[src/rtl/assert_macros.svh]
// Assertion macros used by the frame gatherer RTL.
`ifndef ASSERT_MACROS_SVH
`define ASSERT_MACROS_SVH

// Checked at every rising clock edge, masked while reset is asserted
`define SLX_ASSERT(lbl, prop, msg) \
  lbl: assert property (@(posedge clk_i) disable iff (!rst_ni) (prop)) else $error(msg);

// Checked at every rising clock edge, reset included
`define SLX_ASSERT_ALWAYS(lbl, prop, msg) \
  lbl: assert property (@(posedge clk_i) (prop)) else $error(msg);

`endif

[src/rtl/slxfg_pkg.sv]
// Package for the sync/length/XOR frame gatherer: sizes, register map, sequencer states.
`timescale 1ns / 1ps
package slxfg_pkg;

  // Largest payload length that is buffered
  localparam int unsigned MaxLen     = 32;
  // Sync, length, type and checksum
  localparam int unsigned Overhead   = 4;
  localparam int unsigned StoreDepth = MaxLen + Overhead;
  localparam int unsigned StoreAw    = $clog2(StoreDepth);
  // Byte counter also holds the discard count of an overlong frame (up to 257)
  localparam int unsigned CntW       = 9;

  // Register map
  localparam int unsigned AddrW      = 3;
  localparam logic [0:0]  RegSync    = 1'b0;
  localparam logic [7:0]  SyncReset  = 8'hA4;

  typedef enum logic [2:0] {
    ST_HUNT,
    ST_LEN,
    ST_BODY,
    ST_DROP,
    ST_EMIT_RD,
    ST_EMIT_WR
  } phase_e;

endpackage

[src/rtl/sync_length_xor_frame_gatherer.sv]
// Frame gatherer: hunts for sync, buffers a frame, checks its XOR and replays it.
//
//  channel  | handshake                  | payload
//  ---------+----------------------------+-------------------------
//  in       | in_valid_i / in_stall_o    | in_byte_i[7:0]
//  out      | out_valid_o / out_stall_i  | out_byte_o[7:0], out_last_o
//  config   | APB psel/penable/pready    | paddr, pwdata, prdata (32 bit)
//
// Input bytes are taken one per cycle while hunting, gathering or discarding.
// A frame of L+4 bytes that passes its check is replayed from the frame buffer
// byte by byte (a buffer read, then an output load that waits out a stall);
// in_stall_o is high for that whole replay.
// Reset clears the sequencer and the output valid flag; the buffer and output byte are not cleared.
// A stalled output holds its byte while the sequencer takes new input.
`timescale 1ns / 1ps
`include "assert_macros.svh"
module sync_length_xor_frame_gatherer (
  input  logic                          clk_i,
  input  logic                          rst_ni,
  // input byte stream
  input  logic                          in_valid_i,
  output logic                          in_stall_o,
  input  logic [7:0]                    in_byte_i,
  // validated frame bytes
  output logic                          out_valid_o,
  input  logic                          out_stall_i,
  output logic [7:0]                    out_byte_o,
  output logic                          out_last_o,
  // configuration
  input  logic                          psel,
  input  logic                          penable,
  input  logic                          pwrite,
  input  logic [slxfg_pkg::AddrW-1:0]   paddr,
  input  logic [31:0]                   pwdata,
  output logic [31:0]                   prdata,
  output logic                          pready
);

  slxfg_pkg::phase_e st_q, st_d;

  logic [7:0]                       sync_q;
  logic [7:0]                       len_q, len_d;
  logic [slxfg_pkg::CntW-1:0]       cnt_q, cnt_d;
  logic [7:0]                       xor_q, xor_d;
  logic [7:0]                       chk_q, chk_d;
  logic [slxfg_pkg::StoreAw-1:0]    emit_idx_q, emit_idx_d;
  logic [slxfg_pkg::StoreAw-1:0]    emit_cnt_q, emit_cnt_d;
  logic                             out_valid_q, out_valid_d;
  logic [7:0]                       out_byte_q, out_byte_d;
  logic                             out_last_q, out_last_d;

  // frame buffer
  logic [7:0]                       mem [slxfg_pkg::StoreDepth];
  logic [7:0]                       mem_rd_q;
  logic                             mem_we;
  logic [slxfg_pkg::StoreAw-1:0]    mem_wa;

  logic                             in_xfer;
  logic                             cfg_wr;
  logic                             cnt_at_chk;
  logic                             emit_last;
  logic                             out_free;

  // Configuration port
  assign pready = 1'b1;
  assign cfg_wr = psel && penable && pwrite && pready;
  assign prdata = (paddr[2] == slxfg_pkg::RegSync) ? {24'd0, sync_q} : 32'd0;

  always_ff @(posedge clk_i or negedge rst_ni) begin
    if (!rst_ni) begin
      sync_q <= slxfg_pkg::SyncReset;
    end else if (cfg_wr && (paddr[2] == slxfg_pkg::RegSync)) begin
      sync_q <= pwdata[7:0];
    end
  end

  // Handshake
  assign in_stall_o  = (st_q == slxfg_pkg::ST_EMIT_RD) || (st_q == slxfg_pkg::ST_EMIT_WR);
  assign in_xfer     = in_valid_i && !in_stall_o;
  assign out_valid_o = out_valid_q;
  assign out_byte_o  = out_byte_q;
  assign out_last_o  = out_last_q;
  assign out_free    = !out_valid_q || !out_stall_i;

  assign cnt_at_chk = cnt_q >= ({1'b0, len_q} + slxfg_pkg::CntW'(3));
  assign emit_last  = emit_idx_q == emit_cnt_q;

  // Sequencer: next state, counters, buffer write and output load
  always_comb begin
    st_d        = st_q;
    len_d       = len_q;
    cnt_d       = cnt_q;
    xor_d       = xor_q;
    chk_d       = chk_q;
    emit_idx_d  = emit_idx_q;
    emit_cnt_d  = emit_cnt_q;
    out_valid_d = out_valid_q && out_stall_i;
    out_byte_d  = out_byte_q;
    out_last_d  = out_last_q;
    mem_we      = 1'b0;
    mem_wa      = '0;
    case (st_q)
      slxfg_pkg::ST_HUNT: begin
        if (in_xfer && (in_byte_i == sync_q)) begin
          mem_we = 1'b1;
          mem_wa = '0;
          xor_d  = in_byte_i;
          cnt_d  = slxfg_pkg::CntW'(1);
          st_d   = slxfg_pkg::ST_LEN;
        end
      end
      slxfg_pkg::ST_LEN: begin
        if (in_xfer) begin
          len_d = in_byte_i;
          xor_d = xor_q ^ in_byte_i;
          if (in_byte_i > 8'(slxfg_pkg::MaxLen)) begin
            // overlong: discard type, data and checksum
            cnt_d = {1'b0, in_byte_i} + slxfg_pkg::CntW'(2);
            st_d  = slxfg_pkg::ST_DROP;
          end else begin
            mem_we = 1'b1;
            mem_wa = slxfg_pkg::StoreAw'(1);
            cnt_d  = slxfg_pkg::CntW'(2);
            st_d   = slxfg_pkg::ST_BODY;
          end
        end
      end
      slxfg_pkg::ST_BODY: begin
        if (in_xfer) begin
          if (cnt_at_chk) begin
            if (in_byte_i == xor_q) begin
              chk_d      = in_byte_i;
              emit_cnt_d = cnt_q[slxfg_pkg::StoreAw-1:0];
              emit_idx_d = '0;
              st_d       = slxfg_pkg::ST_EMIT_RD;
            end else begin
              st_d = slxfg_pkg::ST_HUNT;
            end
            cnt_d = '0;
            xor_d = '0;
          end else begin
            mem_we = 1'b1;
            mem_wa = cnt_q[slxfg_pkg::StoreAw-1:0];
            xor_d  = xor_q ^ in_byte_i;
            cnt_d  = cnt_q + slxfg_pkg::CntW'(1);
          end
        end
      end
      slxfg_pkg::ST_DROP: begin
        if (in_xfer) begin
          if (cnt_q <= slxfg_pkg::CntW'(1)) begin
            cnt_d = '0;
            xor_d = '0;
            st_d  = slxfg_pkg::ST_HUNT;
          end else begin
            cnt_d = cnt_q - slxfg_pkg::CntW'(1);
          end
        end
      end
      slxfg_pkg::ST_EMIT_RD: begin
        // buffer read of entry emit_idx_q lands in mem_rd_q
        st_d = slxfg_pkg::ST_EMIT_WR;
      end
      slxfg_pkg::ST_EMIT_WR: begin
        if (out_free) begin
          out_valid_d = 1'b1;
          out_byte_d  = emit_last ? chk_q : mem_rd_q;
          out_last_d  = emit_last;
          if (emit_last) begin
            st_d = slxfg_pkg::ST_HUNT;
          end else begin
            emit_idx_d = emit_idx_q + slxfg_pkg::StoreAw'(1);
            st_d       = slxfg_pkg::ST_EMIT_RD;
          end
        end
      end
      default: begin
        st_d = slxfg_pkg::ST_HUNT;
      end
    endcase
  end

  // Control registers
  always_ff @(posedge clk_i or negedge rst_ni) begin
    if (!rst_ni) begin
      st_q        <= slxfg_pkg::ST_HUNT;
      len_q       <= '0;
      cnt_q       <= '0;
      xor_q       <= '0;
      emit_idx_q  <= '0;
      emit_cnt_q  <= '0;
      out_valid_q <= 1'b0;
    end else begin
      st_q        <= st_d;
      len_q       <= len_d;
      cnt_q       <= cnt_d;
      xor_q       <= xor_d;
      emit_idx_q  <= emit_idx_d;
      emit_cnt_q  <= emit_cnt_d;
      out_valid_q <= out_valid_d;
    end
  end

  // Payload registers
  always_ff @(posedge clk_i) begin
    chk_q      <= chk_d;
    out_byte_q <= out_byte_d;
    out_last_q <= out_last_d;
  end

  // Frame buffer: one write port, one registered read port
  always_ff @(posedge clk_i) begin
    if (mem_we) begin
      mem[mem_wa] <= in_byte_i;
    end
    mem_rd_q <= mem[emit_idx_q];
  end

  // Replay index never runs past the checksum slot
  `SLX_ASSERT(a_emit_idx_bound, (in_stall_o |-> (emit_idx_q <= emit_cnt_q)), "replay index past frame end")
  // A replay starts with a frame of at least sync, length and type, within the buffer
  `SLX_ASSERT(a_emit_cnt_range, ((st_q == slxfg_pkg::ST_EMIT_RD && emit_idx_q == '0) |-> ((emit_cnt_q >= slxfg_pkg::StoreAw'(3)) && (emit_cnt_q <= slxfg_pkg::StoreAw'(slxfg_pkg::StoreDepth - 1)))), "replay length out of range")
  // While gathering, length fits the buffer and the count never passes the checksum position
  `SLX_ASSERT(a_body_bound, ((st_q == slxfg_pkg::ST_BODY) |-> ((len_q <= 8'(slxfg_pkg::MaxLen)) && (cnt_q <= ({1'b0, len_q} + slxfg_pkg::CntW'(3))))), "gather count out of range")

endmodule
[config.mk]
export PLATFORM = sky130hd
export DESIGN_NAME = sync_length_xor_frame_gatherer
export DESIGN_NICKNAME = d
export VERILOG_FILES = /design/src/rtl/slxfg_pkg.sv /design/src/rtl/sync_length_xor_frame_gatherer.sv
export VERILOG_INCLUDE_DIRS = /design/src /design/src/rtl
export SDC_FILE = /design/constraint.sdc
export NUM_CORES = 1
export LEC_CHECK = 0
export ABC_AREA = 1
export BUFFER_PORTS_ARGS = -buffer_cell sky130_fd_sc_hd__buf_2
export CORE_MARGIN = 1
export CORE_UTILIZATION = 57
export CTS_BUF_LIST = sky130_fd_sc_hd__clkbuf_4 sky130_fd_sc_hd__clkbuf_8
export CTS_CLUSTER_DIAMETER = 100
export DETAILED_ROUTE_END_ITERATION = 8
export GPL_ROUTABILITY_DRIVEN = 0
export GPL_TIMING_DRIVEN = 0
export PLACE_DENSITY_LB_ADDON = 0.25
export SYNTH_ARGS = -nofsm -noshare
export SYNTH_HDL_FRONTEND = slang
export SYNTH_SLANG_ARGS = --single-unit
[constraint.sdc]
create_clock -name clk_i -period 3.1 [get_ports clk_i]
set_clock_uncertainty 0.2 [all_clocks]
set_input_delay 0 -clock clk_i [delete_from_list [all_inputs] [get_ports clk_i]]
set_output_delay 0 -clock clk_i [all_outputs]
set_load 0.005 [all_outputs]
==> run_summary.xml, run 1 <==
<?xml version="1.0" encoding="UTF-8"?>
<metrics>
  <group name="synth">
    <metric name="synth.avg_cell_area" unit="um2">10.5</metric>
    <metric name="yosys_register_bits" unit="">362</metric>
    <metric name="yosysWarningCount" unit="">0</metric>
    <metric name="synth-async-reset-ratio" unit="">0.135</metric>
    <metric name="dominantRegCellSynth" unit="">sky130_fd_sc_hd__edfxtp_1</metric>
    <metric name="synth-seq-area-share" unit="">0.648</metric>
    <metric name="yosys.cell_types.count" unit="">37</metric>
    <metric name="syn_inst" unit="">1558</metric>
    <metric name="syn-cell-area" unit="mm2">0.0163</metric>
    <metric name="synth_enable_flop_cells" unit="">305</metric>
  </group>
  <group name="placed_design">
    <metric name="post-place-ws" unit="ps">-994</metric>
    <metric name="buffer_ports.inserted" unit="">41</metric>
    <metric name="dp.cells" unit="">2000</metric>
    <metric name="detailed_place.area" unit="mm2">0.0171</metric>
    <metric name="detailed_place_hpwl" unit="um">28000</metric>
  </group>
  <group name="worst_setup_path">
    <metric name="critPathArrivalTime" unit="ps">3490</metric>
    <metric name="timing.reg2reg.setup_slack" unit="ps">-320</metric>
    <metric name="crit_path_max_fanout" unit="">8</metric>
    <metric name="worst-endpoint-required" unit="ps">3180</metric>
    <metric name="worstSetupPathType" unit="">reg -&gt; reg</metric>
    <metric name="worst_setup_path_start_kind" unit="">register</metric>
    <metric name="worst_r2r_path_depth" unit="">16</metric>
    <metric name="worst_path_most_repeated_cell" unit="">sky130_fd_sc_hd__nor2_4</metric>
    <metric name="critical-path-slowest-cell" unit="">sky130_fd_sc_hd__dfrtp_1</metric>
    <metric name="worstPathCellList" unit="">inv_2 &gt; ha_4 &gt; nor2_4 &gt; buf_4 &gt; a21oi_1 &gt; or2_2 &gt; ha_4 &gt; nand2_1 &gt; nand2_1 &gt; nand2_2 &gt; nand3_2 &gt; nor2_4 &gt; nand4_1 &gt; nor2_4 &gt; nand2_8 &gt; nor2_4</metric>
    <metric name="endpoint_kind" unit="">register</metric>
    <metric name="timing.critical_path.slowest_cell_delay" unit="ps">360</metric>
    <metric name="worst_r2r_endpoint" unit="">mem[2][4]</metric>
    <metric name="critical_path.reg2reg.startpoint" unit="">len_q[0]</metric>
  </group>
  <group name="die">
    <metric name="dieWidth" unit="um">171</metric>
    <metric name="design.die.area" unit="mm2">0.0292</metric>
    <metric name="rows" unit="">61</metric>
    <metric name="core_area" unit="mm2">0.0279</metric>
    <metric name="die-height" unit="um">171</metric>
    <metric name="floorplan.io_pins" unit="">94</metric>
    <metric name="initial_core_util" unit="">0.583</metric>
  </group>
  <group name="sta">
    <metric name="grt_setup_unrepaired" unit="">true</metric>
    <metric name="finalMaxSlewViolations" unit="">0</metric>
    <metric name="fmax" unit="MHz">293</metric>
    <metric name="max_slew.worst_pin.slew" unit="ps">1190</metric>
    <metric name="setup_viol_count_final" unit="">288</metric>
    <metric name="maxSlewHeadroom" unit="">0.206</metric>
    <metric name="final.hold.worst_slack" unit="ps">96.6</metric>
    <metric name="fin_crit_sh" unit="">1.10</metric>
    <metric name="period_needed" unit="ps">3420</metric>
    <metric name="timing.final.ws_setup" unit="ps">-315</metric>
    <metric name="timing.setup.tns" unit="ps">-65640</metric>
    <metric name="final-hold-violation-count" unit="">0</metric>
  </group>
  <group name="grt">
    <metric name="global_route.overflow_total" unit="">0</metric>
    <metric name="grt_antenna_before_repair" unit="">0</metric>
    <metric name="first_pass_grt_wire_length" unit="um">70500</metric>
    <metric name="grt.total_usage" unit="">0.330</metric>
    <metric name="first_global_vias" unit="">12500</metric>
    <metric name="grt_start_max_net_pins" unit="">47</metric>
  </group>
  <group name="detailed_routing">
    <metric name="drtAntennaViolNets" unit="">0</metric>
    <metric name="vias" unit="">13000</metric>
    <metric name="wl_per_cell" unit="um">21.7</metric>
    <metric name="post-route-drc-count" unit="">0</metric>
    <metric name="drt_iter0_drc" unit="">1644</metric>
    <metric name="totalWireLength" unit="um">47900</metric>
    <metric name="detail_route.first_pass.iterations" unit="">8</metric>
    <metric name="viasPerCell" unit="">5.92</metric>
  </group>
  <group name="clock_network">
    <metric name="number_of_cts_inserted_buffers" unit="">58</metric>
    <metric name="cts_buffer_depth" unit="">3</metric>
    <metric name="clock_insertion_delay_worst_skew" unit="ps">660</metric>
    <metric name="cts.sinks" unit="">362</metric>
    <metric name="h-tree-depth" unit="">2</metric>
    <metric name="clkTransAtPathRegs" unit="ps">60</metric>
    <metric name="cts_root_buf" unit="">sky130_fd_sc_hd__clkbuf_8</metric>
    <metric name="tritoncts" unit="">built</metric>
  </group>
  <group name="job">
    <metric name="max_cap_violations" unit="">0</metric>
  </group>
  <group name="finish">
    <metric name="drive_gt1_frac" unit="">0.200</metric>
    <metric name="area_growth" unit="%">22.8</metric>
    <metric name="final_cells" unit="">2204</metric>
    <metric name="antennaDiodeCount" unit="">0</metric>
    <metric name="layout.nets" unit="">1844</metric>
    <metric name="layout.cell_area.non_filler" unit="mm2">0.0200</metric>
  </group>
  <group name="worst_hold_path">
    <metric name="worst_hold_path_type" unit="">in -&gt; reg</metric>
    <metric name="min_to" unit="">sync_q[3]</metric>
    <metric name="worst_hold_path.num_cells" unit="">4</metric>
    <metric name="launch_point_of_the_worst_hold_path" unit="">pwrite</metric>
  </group>
  <group name="pwr">
    <metric name="leak_pwr" unit="nW">7.76</metric>
    <metric name="vdd_drop_max" unit="mV">0.728</metric>
    <metric name="powerDensity" unit="mW/mm2">640</metric>
  </group>
  <group name="status">
    <metric name="failing_checks" unit="">negative setup slack</metric>
    <metric name="run_status" unit="">finished with violations</metric>
  </group>
</metrics>
## where the power goes
group / total (mW) / internal [mW] / switching, mW / leakage, nW
registers: 5.74 / 5.53 / 0.215 / 3.44
clock network: 4.13 / 2.21 / 1.92 / 0.615
logic: 2.92 / 1.02 / 1.90 / 3.71
## worst max-delay path, delay by kind of cell, from the launching register on
family	cells	cell delay, ps
and+or+nand+nor	11	1860
adders and majority gates	2	390
DFF	1	360
buffers and inverters	2	190
AOI/OAI and AO/OA	1	50
## layout by cell type (no fill, tap or decap), types with 7 or more instances in the layout
master                          instances
sky130_fd_sc_hd__nand2_2               13
sky130_fd_sc_hd__conb_1                25
sky130_fd_sc_hd__xor2_1                25
sky130_fd_sc_hd__buf_4                 37
sky130_fd_sc_hd__clkinv_1              18
sky130_fd_sc_hd__nor2_4                46
sky130_fd_sc_hd__buf_6                 19
sky130_fd_sc_hd__nand4_1               22
sky130_fd_sc_hd__dfxtp_1                8
sky130_fd_sc_hd__buf_12                27
sky130_fd_sc_hd__nor2_1               207
sky130_fd_sc_hd__clkbuf_4              22
sky130_fd_sc_hd__edfxtp_1             305
sky130_fd_sc_hd__nand3_1               90
sky130_fd_sc_hd__or2_2                 10
sky130_fd_sc_hd__clkbuf_1              40
sky130_fd_sc_hd__buf_2                 64
sky130_fd_sc_hd__clkbuf_8              63
sky130_fd_sc_hd__dfrtp_1               46
sky130_fd_sc_hd__nand2_1              287
sky130_fd_sc_hd__o22ai_1               32
sky130_fd_sc_hd__inv_1                 72
sky130_fd_sc_hd__o211ai_1              33
sky130_fd_sc_hd__ha_1                  13
sky130_fd_sc_hd__dlygate4sd3_1         43
sky130_fd_sc_hd__o21ai_2                7
sky130_fd_sc_hd__o21ai_0              157
sky130_fd_sc_hd__a21oi_1               22
sky130_fd_sc_hd__inv_2                 11
## cell families after synthesis
family,count (synthesis),share of synthesized area
adders and majority gates,15,0.0115
other,2,0.000461
buffers and inverters,186,0.0516
AOI/OAI and AO/OA,257,0.0886
DFF,362,0.648
and+or+nand+nor,706,0.184
xor gates and xnor gates,30,0.0161
## state kept, by name, summed over array words and instances, names as in the netlist
name	cells
mem	288
cnt_q	9
chk_q	8
len_q	8
mem_rd_q	8
out_byte_o	8
sync_q	8
xor_q	8
emit_cnt_q	6
emit_idx_q	6
st_q	3
out_last_o	1
out_valid_o	1
## area by class of cell
class	count	area, um2
flip-flops and latches	362	10500
well taps	378	473
inverters	89	338
clock buffers	85	1030
fillers	1869	7940
multi-input cells	1033	5490
repair buffers	138	1460
clock inverters	22	130
plain buffers	97	514
## repair_timing
action                                 4_1_cts  5_1_grt
gates cloned                                 0        0
resized for setup                          119       31
hold buffers                                44        0
setup endpoints to repair                  301      322
endpoints found under the hold margin      402        0
buffers inserted                            47        6
pin swaps                                   54       17
## how the worst max path moves through the flow
stage / to / from / slack, ps
CTS: mem[2][4] / len_q[0] / -220
global placement: mem[29][4] / len_q[0] / -890
finish: mem[2][4] / len_q[0] / -320
global route: mem[2][4] / len_q[0] / -480
detailed placement: mem[27][0] / len_q[0] / -990
floorplan: mem[16][0] / len_q[0] / -110
## layer usage
metal | track usage | vias to the layer above | share of wire
met4 | 0.170 | 0 | 0.055
met5 | 0 | - | 0
met2 | 0.533 | 828 | 0.47
met3 | 0.0793 | 218 | 0.12
met1 | 0.414 | 6208 | 0.36
li1 | - | 5786 | -
## cells in the mapped netlist, drive strengths merged (25+ instances only)
cell	n	area (um2)
nand2	306	1160
edfxtp	305	9160
nor2	257	1000
o21ai	166	853
nand3	98	521
inv	84	315
buf	55	349
dfrtp	46	1150
clkbuf	42	158
o211ai	33	248
o22ai	32	200
a21oi	26	141
nand4	26	188
xor2	25	219
## through the flow
step                      power (mW)   util
after floorplan                 7.36      -
after global placement          7.93  0.611
after CTS                       12.5  0.711
after detailed placement        8.01  0.611
after global routing            13.3  0.716
final                           12.8  0.716
Note: power is estimated with default switching activity, not from simulation.
==> run 2, diff against run 1 <==
--- a/config.mk
+++ b/config.mk
@@ -9,12 +9,13 @@
 export ABC_AREA = 1
 export BUFFER_PORTS_ARGS = -buffer_cell sky130_fd_sc_hd__buf_2
 export CORE_MARGIN = 1
-export CORE_UTILIZATION = 57
+export CORE_UTILIZATION = 55
 export CTS_BUF_LIST = sky130_fd_sc_hd__clkbuf_4 sky130_fd_sc_hd__clkbuf_8
 export CTS_CLUSTER_DIAMETER = 100
 export DETAILED_ROUTE_END_ITERATION = 8
 export GPL_ROUTABILITY_DRIVEN = 0
 export GPL_TIMING_DRIVEN = 0
+export MAX_ROUTING_LAYER = met4
 export PLACE_DENSITY_LB_ADDON = 0.25
 export SYNTH_ARGS = -nofsm -noshare
 export SYNTH_HDL_FRONTEND = slang
==> run_summary.xml, run 2 (same netlist as run 1, synthesis figures left out) <==
<?xml version="1.0" encoding="UTF-8"?>
<metrics>
  <group name="finish">
    <metric name="commonest_cells_after_routing_fill_and_taps_aside" unit="">sky130_fd_sc_hd__edfxtp_1 (305), sky130_fd_sc_hd__nand2_1 (285), sky130_fd_sc_hd__nor2_1 (207)</metric>
    <metric name="reg.largest.list" unit="">mem (288), cnt_q (9)</metric>
    <metric name="max_reg_flops" unit="">288</metric>
    <metric name="final_common_cell" unit="">sky130_fd_sc_hd__edfxtp_1</metric>
    <metric name="area_growth" unit="%">21.8</metric>
    <metric name="layout.nets" unit="">1827</metric>
    <metric name="antennaDiodeCount" unit="">0</metric>
    <metric name="num-fill-cells" unit="">1989</metric>
    <metric name="regMostFlops" unit="">mem</metric>
    <metric name="drive_gt1_frac" unit="">0.198</metric>
  </group>
  <group name="worst_setup_path">
    <metric name="worst_path_most_repeated_cell" unit="">sky130_fd_sc_hd__nor2_4</metric>
    <metric name="worstPathCellList" unit="">inv_2 &gt; ha_4 &gt; nor2_4 &gt; inv_2 &gt; nor2_4 &gt; nand4_1 &gt; ha_1 &gt; a21oi_1 &gt; nand2_2 &gt; nor2_4 &gt; nand3_4 &gt; nor2_4 &gt; buf_12 &gt; nand4_4 &gt; buf_12 &gt; nor2_4</metric>
    <metric name="worst_r2r_endpoint" unit="">mem[18][1]</metric>
    <metric name="critPathArrivalTime" unit="ps">3440</metric>
    <metric name="timing.critical_path.slowest_cell_delay" unit="ps">340</metric>
    <metric name="worst_r2r_path_depth" unit="">16</metric>
    <metric name="critical-path-slowest-cell" unit="">sky130_fd_sc_hd__dfrtp_1</metric>
    <metric name="timing.reg2reg.setup_slack" unit="ps">-260</metric>
    <metric name="worstSetupPathType" unit="">reg -&gt; reg</metric>
    <metric name="worst_setup_path_start_kind" unit="">register</metric>
    <metric name="critical_path.reg2reg.startpoint" unit="">len_q[0]</metric>
    <metric name="endpoint_kind" unit="">register</metric>
    <metric name="worst-endpoint-required" unit="ps">3180</metric>
    <metric name="crit_path_max_fanout" unit="">8</metric>
  </group>
  <group name="detailed_routing">
    <metric name="post-route-drc-count" unit="">0</metric>
    <metric name="viasPerCell" unit="">5.86</metric>
    <metric name="detail_route.first_pass.iterations" unit="">6</metric>
    <metric name="drt_iter0_drc" unit="">1498</metric>
    <metric name="vias" unit="">12800</metric>
    <metric name="totalWireLength" unit="um">46500</metric>
    <metric name="drtAntennaViolNets" unit="">0</metric>
    <metric name="wl_per_cell" unit="um">21.2</metric>
  </group>
  <group name="clock_network">
    <metric name="h-tree-depth" unit="">2</metric>
    <metric name="tritoncts" unit="">built</metric>
    <metric name="number_of_cts_inserted_buffers" unit="">55</metric>
    <metric name="cts_root_buf" unit="">sky130_fd_sc_hd__clkbuf_8</metric>
    <metric name="clock_insertion_delay_worst_skew" unit="ps">630</metric>
    <metric name="cts.sinks" unit="">362</metric>
    <metric name="cts_buffer_depth" unit="">3</metric>
    <metric name="clkTransAtPathRegs" unit="ps">60</metric>
  </group>
  <group name="grt">
    <metric name="first_pass_grt_wire_length" unit="um">71000</metric>
    <metric name="grt_start_max_net_pins" unit="">47</metric>
    <metric name="grt_antenna_before_repair" unit="">0</metric>
    <metric name="grt.total_usage" unit="">0.321</metric>
    <metric name="first_global_vias" unit="">12600</metric>
    <metric name="global_route.overflow_total" unit="">0</metric>
  </group>
  <group name="sta">
    <metric name="timing.setup.tns" unit="ps">-52050</metric>
    <metric name="fin_crit_sh" unit="">1.08</metric>
    <metric name="max_slew.worst_pin.slew" unit="ps">1190</metric>
    <metric name="setup_viol_count_final" unit="">296</metric>
    <metric name="fmax" unit="MHz">297</metric>
    <metric name="period_needed" unit="ps">3360</metric>
    <metric name="finalMaxSlewViolations" unit="">0</metric>
    <metric name="maxSlewHeadroom" unit="">0.206</metric>
    <metric name="grt_setup_unrepaired" unit="">true</metric>
    <metric name="timing.final.ws_setup" unit="ps">-263</metric>
    <metric name="final.hold.worst_slack" unit="ps">9.95</metric>
    <metric name="final-hold-violation-count" unit="">0</metric>
  </group>
  <group name="job">
    <metric name="max_cap_violations" unit="">0</metric>
  </group>
  <group name="placed_design">
    <metric name="buffer_ports.inserted" unit="">41</metric>
    <metric name="detailed_place_hpwl" unit="um">28000</metric>
    <metric name="post-place-ws" unit="ps">-939</metric>
  </group>
  <group name="die">
    <metric name="die-height" unit="um">174</metric>
    <metric name="design.die.area" unit="mm2">0.0303</metric>
    <metric name="rows" unit="">62</metric>
    <metric name="initial_core_util" unit="">0.563</metric>
    <metric name="dieWidth" unit="um">174</metric>
    <metric name="core_area" unit="mm2">0.0289</metric>
    <metric name="floorplan.io_pins" unit="">94</metric>
  </group>
  <group name="status">
    <metric name="run_status" unit="">finished with violations</metric>
    <metric name="failing_checks" unit="">negative setup slack</metric>
  </group>
  <group name="pwr">
    <metric name="vdd_drop_max" unit="mV">0.740</metric>
    <metric name="powerDensity" unit="mW/mm2">638</metric>
    <metric name="leak_pwr" unit="nW">7.69</metric>
  </group>
  <group name="worst_hold_path">
    <metric name="worst_hold_path.num_cells" unit="">4</metric>
    <metric name="worst_hold_path_type" unit="">in -&gt; reg</metric>
    <metric name="launch_point_of_the_worst_hold_path" unit="">out_stall_i</metric>
    <metric name="min_to" unit="">out_valid_o</metric>
  </group>
</metrics>
run 2: final cells by class:
cell class,count,area [um2],share of cell area
inverters,89,334,0.0168
flip-flops and latches,362,10500,0.532
repair buffers,124,1320,0.0663
well taps,384,480,0.0242
multi-input cells,1033,5540,0.279
plain buffers,97,507,0.0256
clock buffers,82,985,0.0497
clock inverters,18,123,0.00618
run 2: worst max-delay path, delay by kind of cell, from the launching register on:
kind	cells	cell delay, ps
compound gates	1	320
flops	1	340
simple gates	9	1190
buf+inv	4	470
fa+ha+maj	2	490
run 2: per-layer routing:
layer,up-vias,wire (um),track usage
li1,5754,-,-
met1,6119,17500,0.398
met2,786,21800,0.503
met3,170,4670,0.0610
met4,0,2460,0.171
met5,-,0,-
run 2: where the power goes:
| group | internal, mW | switching [mW] | leakage (nW) |
|---|---|---|---|
| logic | 1.02 | 1.91 | 3.67 |
| registers | 5.53 | 0.221 | 3.44 |
| clock network | 2.12 | 1.86 | 0.592 |
run 2: worst max-delay path by stage:
stage / from / end / depth (start not counted)
after global placement: len_q[0] / mem[27][7] / 17
after global routing: len_q[1] / mem[6][6] / 18
after detailed placement: len_q[0] / mem[27][2] / 17
final: len_q[0] / mem[18][1] / 16
after floorplan: len_q[0] / mem[16][0] / 17
after CTS: len_q[0] / mem[15][0] / 18
run 2: timing repair:
item,in CTS,in global routing
hold endpoints to repair,396,0
hold buffers,39,0
pin swaps,54,26
resized for setup,124,19
buffers inserted,43,2
endpoints found under the setup margin,304,315
run 2: per-stage QoR:
stage / util / power, mW / area (um2) / std cells
2_1_floorplan: - / 7.36 / 16400 / 1581
3_3_place_gp: 0.590 / 7.93 / 17100 / 2006
3_5_place_dp: 0.590 / 8.00 / 17100 / 2006
4_1_cts: 0.682 / 12.4 / 19700 / 2188
5_1_grt: 0.685 / 13.2 / 19800 / 2189
6_report: 0.685 / 12.7 / 19800 / 2189
==> run 3, diff against run 2 <==
--- a/config.mk
+++ b/config.mk
@@ -8,8 +8,9 @@
 export LEC_CHECK = 0
 export ABC_AREA = 1
 export BUFFER_PORTS_ARGS = -buffer_cell sky130_fd_sc_hd__buf_2
+export CAP_MARGIN = 10
 export CORE_MARGIN = 1
-export CORE_UTILIZATION = 55
+export CORE_UTILIZATION = 57
 export CTS_BUF_LIST = sky130_fd_sc_hd__clkbuf_4 sky130_fd_sc_hd__clkbuf_8
 export CTS_CLUSTER_DIAMETER = 100
 export DETAILED_ROUTE_END_ITERATION = 8
==> run_summary.xml, run 3 (same netlist as run 1, synthesis figures left out) <==
<?xml version="1.0" encoding="UTF-8"?>
<metrics>
  <group name="status">
    <metric name="run_status" unit="">finished with violations</metric>
    <metric name="failing_checks" unit="">negative setup slack</metric>
  </group>
  <group name="grt">
    <metric name="first_global_vias" unit="">12500</metric>
    <metric name="first_pass_grt_wire_length" unit="um">70600</metric>
    <metric name="grt_start_max_net_pins" unit="">47</metric>
    <metric name="grt.total_usage" unit="">0.340</metric>
    <metric name="grt_antenna_before_repair" unit="">0</metric>
    <metric name="global_route.overflow_total" unit="">0</metric>
  </group>
  <group name="sta">
    <metric name="final.hold.worst_slack" unit="ps">112</metric>
    <metric name="timing.final.ws_setup" unit="ps">-329</metric>
    <metric name="setup_viol_count_final" unit="">288</metric>
    <metric name="fin_crit_sh" unit="">1.11</metric>
    <metric name="max_slew.worst_pin.slew" unit="ps">1160</metric>
    <metric name="final-hold-violation-count" unit="">0</metric>
    <metric name="finalMaxSlewViolations" unit="">0</metric>
    <metric name="grt_setup_unrepaired" unit="">true</metric>
    <metric name="period_needed" unit="ps">3430</metric>
    <metric name="maxSlewHeadroom" unit="">0.226</metric>
    <metric name="fmax" unit="MHz">292</metric>
  </group>
  <group name="pwr">
    <metric name="finalPower" unit="mW">12.8</metric>
    <metric name="power.internal" unit="mW">8.76</metric>
    <metric name="power.share.combinational" unit="">0.228</metric>
    <metric name="vdd_drop_max" unit="mV">0.726</metric>
    <metric name="leak_pwr" unit="nW">7.77</metric>
    <metric name="power.net_switching" unit="mW">4.03</metric>
    <metric name="powerDensity" unit="mW/mm2">640</metric>
    <metric name="power_switching_share" unit="">0.315</metric>
    <metric name="power.share.clock" unit="">0.323</metric>
    <metric name="power.share.sequential" unit="">0.449</metric>
  </group>
  <group name="clock_network">
    <metric name="clkTransAtPathRegs" unit="ps">60</metric>
    <metric name="clock_insertion_delay_worst_skew" unit="ps">640</metric>
    <metric name="number_of_cts_inserted_buffers" unit="">58</metric>
    <metric name="cts_root_buf" unit="">sky130_fd_sc_hd__clkbuf_8</metric>
    <metric name="h-tree-depth" unit="">2</metric>
    <metric name="cts_buffer_depth" unit="">3</metric>
    <metric name="tritoncts" unit="">built</metric>
    <metric name="cts.sinks" unit="">362</metric>
  </group>
  <group name="worst_setup_path">
    <metric name="worstPathCellList" unit="">inv_2 &gt; ha_4 &gt; nor2_4 &gt; buf_4 &gt; a21oi_1 &gt; or2_2 &gt; ha_4 &gt; nand2_1 &gt; nand2_1 &gt; nand2_2 &gt; nand3_2 &gt; nor2_4 &gt; nand4_1 &gt; nor2_1 &gt; nand2_2 &gt; nor2_4</metric>
    <metric name="worst_path_most_repeated_cell" unit="">sky130_fd_sc_hd__nor2_4</metric>
    <metric name="critPathArrivalTime" unit="ps">3520</metric>
    <metric name="worst_path_dominant_cell_family" unit="">simple AND/OR/NAND/NOR gates</metric>
    <metric name="critical-path-slowest-cell" unit="">sky130_fd_sc_hd__dfrtp_1</metric>
    <metric name="endpoint_kind" unit="">register</metric>
    <metric name="crit_buf_inv" unit="">2</metric>
    <metric name="crit_path_max_fanout" unit="">8</metric>
    <metric name="worstSetupPathType" unit="">reg -&gt; reg</metric>
    <metric name="path_depth" unit="">16</metric>
    <metric name="worst-endpoint-required" unit="ps">3190</metric>
    <metric name="timing.critical_path.slowest_cell_delay" unit="ps">360</metric>
    <metric name="worst_setup_path_start_kind" unit="">register</metric>
    <metric name="worst_r2r_path_depth" unit="">16</metric>
  </group>
  <group name="placed_design">
    <metric name="detailed_place.area" unit="mm2">0.0171</metric>
    <metric name="detailed_place_hpwl" unit="um">28000</metric>
    <metric name="dp.cells" unit="">2000</metric>
    <metric name="buffer_ports.inserted" unit="">41</metric>
  </group>
  <group name="finish">
    <metric name="commonest_cells_after_routing_fill_and_taps_aside" unit="">sky130_fd_sc_hd__edfxtp_1 (305), sky130_fd_sc_hd__nand2_1 (287), sky130_fd_sc_hd__nor2_1 (207)</metric>
    <metric name="layout.cell_area.non_filler" unit="mm2">0.0200</metric>
    <metric name="max_reg_flops" unit="">288</metric>
    <metric name="layout.nets" unit="">1843</metric>
    <metric name="final_common_cell" unit="">sky130_fd_sc_hd__edfxtp_1</metric>
    <metric name="drive_gt1_frac" unit="">0.200</metric>
    <metric name="antennaDiodeCount" unit="">0</metric>
    <metric name="final_cells" unit="">2203</metric>
    <metric name="regMostFlops" unit="">mem</metric>
    <metric name="reg.largest.list" unit="">mem (288), cnt_q (9)</metric>
    <metric name="area_growth" unit="%">22.7</metric>
  </group>
  <group name="die">
    <metric name="rows" unit="">61</metric>
    <metric name="dieWidth" unit="um">171</metric>
    <metric name="die-height" unit="um">171</metric>
    <metric name="initial_core_util" unit="">0.583</metric>
    <metric name="design.die.area" unit="mm2">0.0292</metric>
    <metric name="floorplan.io_pins" unit="">94</metric>
    <metric name="core_area" unit="mm2">0.0279</metric>
  </group>
  <group name="worst_hold_path">
    <metric name="worst_hold_path.num_cells" unit="">4</metric>
    <metric name="worst_hold_path_type" unit="">in -&gt; reg</metric>
  </group>
  <group name="detailed_routing">
    <metric name="post-route-drc-count" unit="">0</metric>
    <metric name="drtAntennaViolNets" unit="">0</metric>
    <metric name="drt_iter0_drc" unit="">1735</metric>
    <metric name="vias" unit="">13100</metric>
    <metric name="totalWireLength" unit="um">48100</metric>
    <metric name="detail_route.first_pass.iterations" unit="">7</metric>
    <metric name="viasPerCell" unit="">5.95</metric>
    <metric name="wl_per_cell" unit="um">21.8</metric>
  </group>
  <group name="job">
    <metric name="max_cap_violations" unit="">0</metric>
  </group>
</metrics>
run 3: what timing repair did:
action	4_1_cts	5_1_grt
hold buffers	44	0
gates resized for setup	119	29
endpoints found under the setup margin	301	322
endpoints found under the hold margin	402	0
pin swaps	54	21
setup buffers	47	5
run 3: cell type report:
cell class | instances | area [um2]
buffer | 97 | 515
fill | 1884 | 7960
clock buffer | 85 | 1030
sequential | 362 | 10500
inverter | 89 | 338
timing repair buffer | 137 | 1440
multi-input combinational | 1033 | 5500
tap | 378 | 473
clock inverter | 22 | 130
run 3: worst paths after layout:
kind | slack (ps) | end | from
setup / recovery | -330 | mem[20][5] | len_q[0]
hold / removal | 110 | sync_q[3] | pwrite
setup reg to reg | -330 | mem[20][5] | len_q[0]
hold reg to reg | 300 | out_byte_o[6] | mem_rd_q[6]
max in group asynchronous | 2080 | emit_idx_q[0] | rst_ni
min in group asynchronous | 340 | sync_q[2] | rst_ni
run 3: worst reg2reg max path: stages, from the launching register on:
cell and delay [ps]:
sky130_fd_sc_hd__dfrtp_1 360, sky130_fd_sc_hd__inv_2 80, sky130_fd_sc_hd__ha_4 170, sky130_fd_sc_hd__nor2_4 90
sky130_fd_sc_hd__buf_4 110, sky130_fd_sc_hd__a21oi_1 50, sky130_fd_sc_hd__or2_2 300, sky130_fd_sc_hd__ha_4 220
sky130_fd_sc_hd__nand2_1 60, sky130_fd_sc_hd__nand2_1 60, sky130_fd_sc_hd__nand2_2 90, sky130_fd_sc_hd__nand3_2 100
sky130_fd_sc_hd__nor2_4 180, sky130_fd_sc_hd__nand4_1 100, sky130_fd_sc_hd__nor2_1 340, sky130_fd_sc_hd__nand2_2 270
sky130_fd_sc_hd__nor2_4 320
run 3: stage by stage:
step / setup WS [ps] / utilization / setup TNS, ps
finish: -329 / 0.715 / -63500
global route: -562 / 0.715 / -113430
CTS: -216 / 0.711 / -40210
detailed placement: -994 / 0.611 / -229910
global placement: -894 / 0.611 / -198700
floorplan: -115 / - / -25960
run 3: metal layers:
layer  global-route usage  part of all wire  wire (um)
met1                0.417              0.36      17200
met2                0.533              0.47      22700
met3               0.0740              0.12       5580
met4                0.172             0.055       2660
met5                    -                 0          0
run 3: power groups by stage:
stage	registers (mW)	clock network [mW]	logic, mW
6_report	5.74	4.13	2.91
5_1_grt	5.77	4.32	3.20
4_1_cts	5.73	4.07	2.68
3_5_place_dp	5.82	0	2.19
3_3_place_gp	5.81	0	2.12
2_1_floorplan	5.76	0	1.60
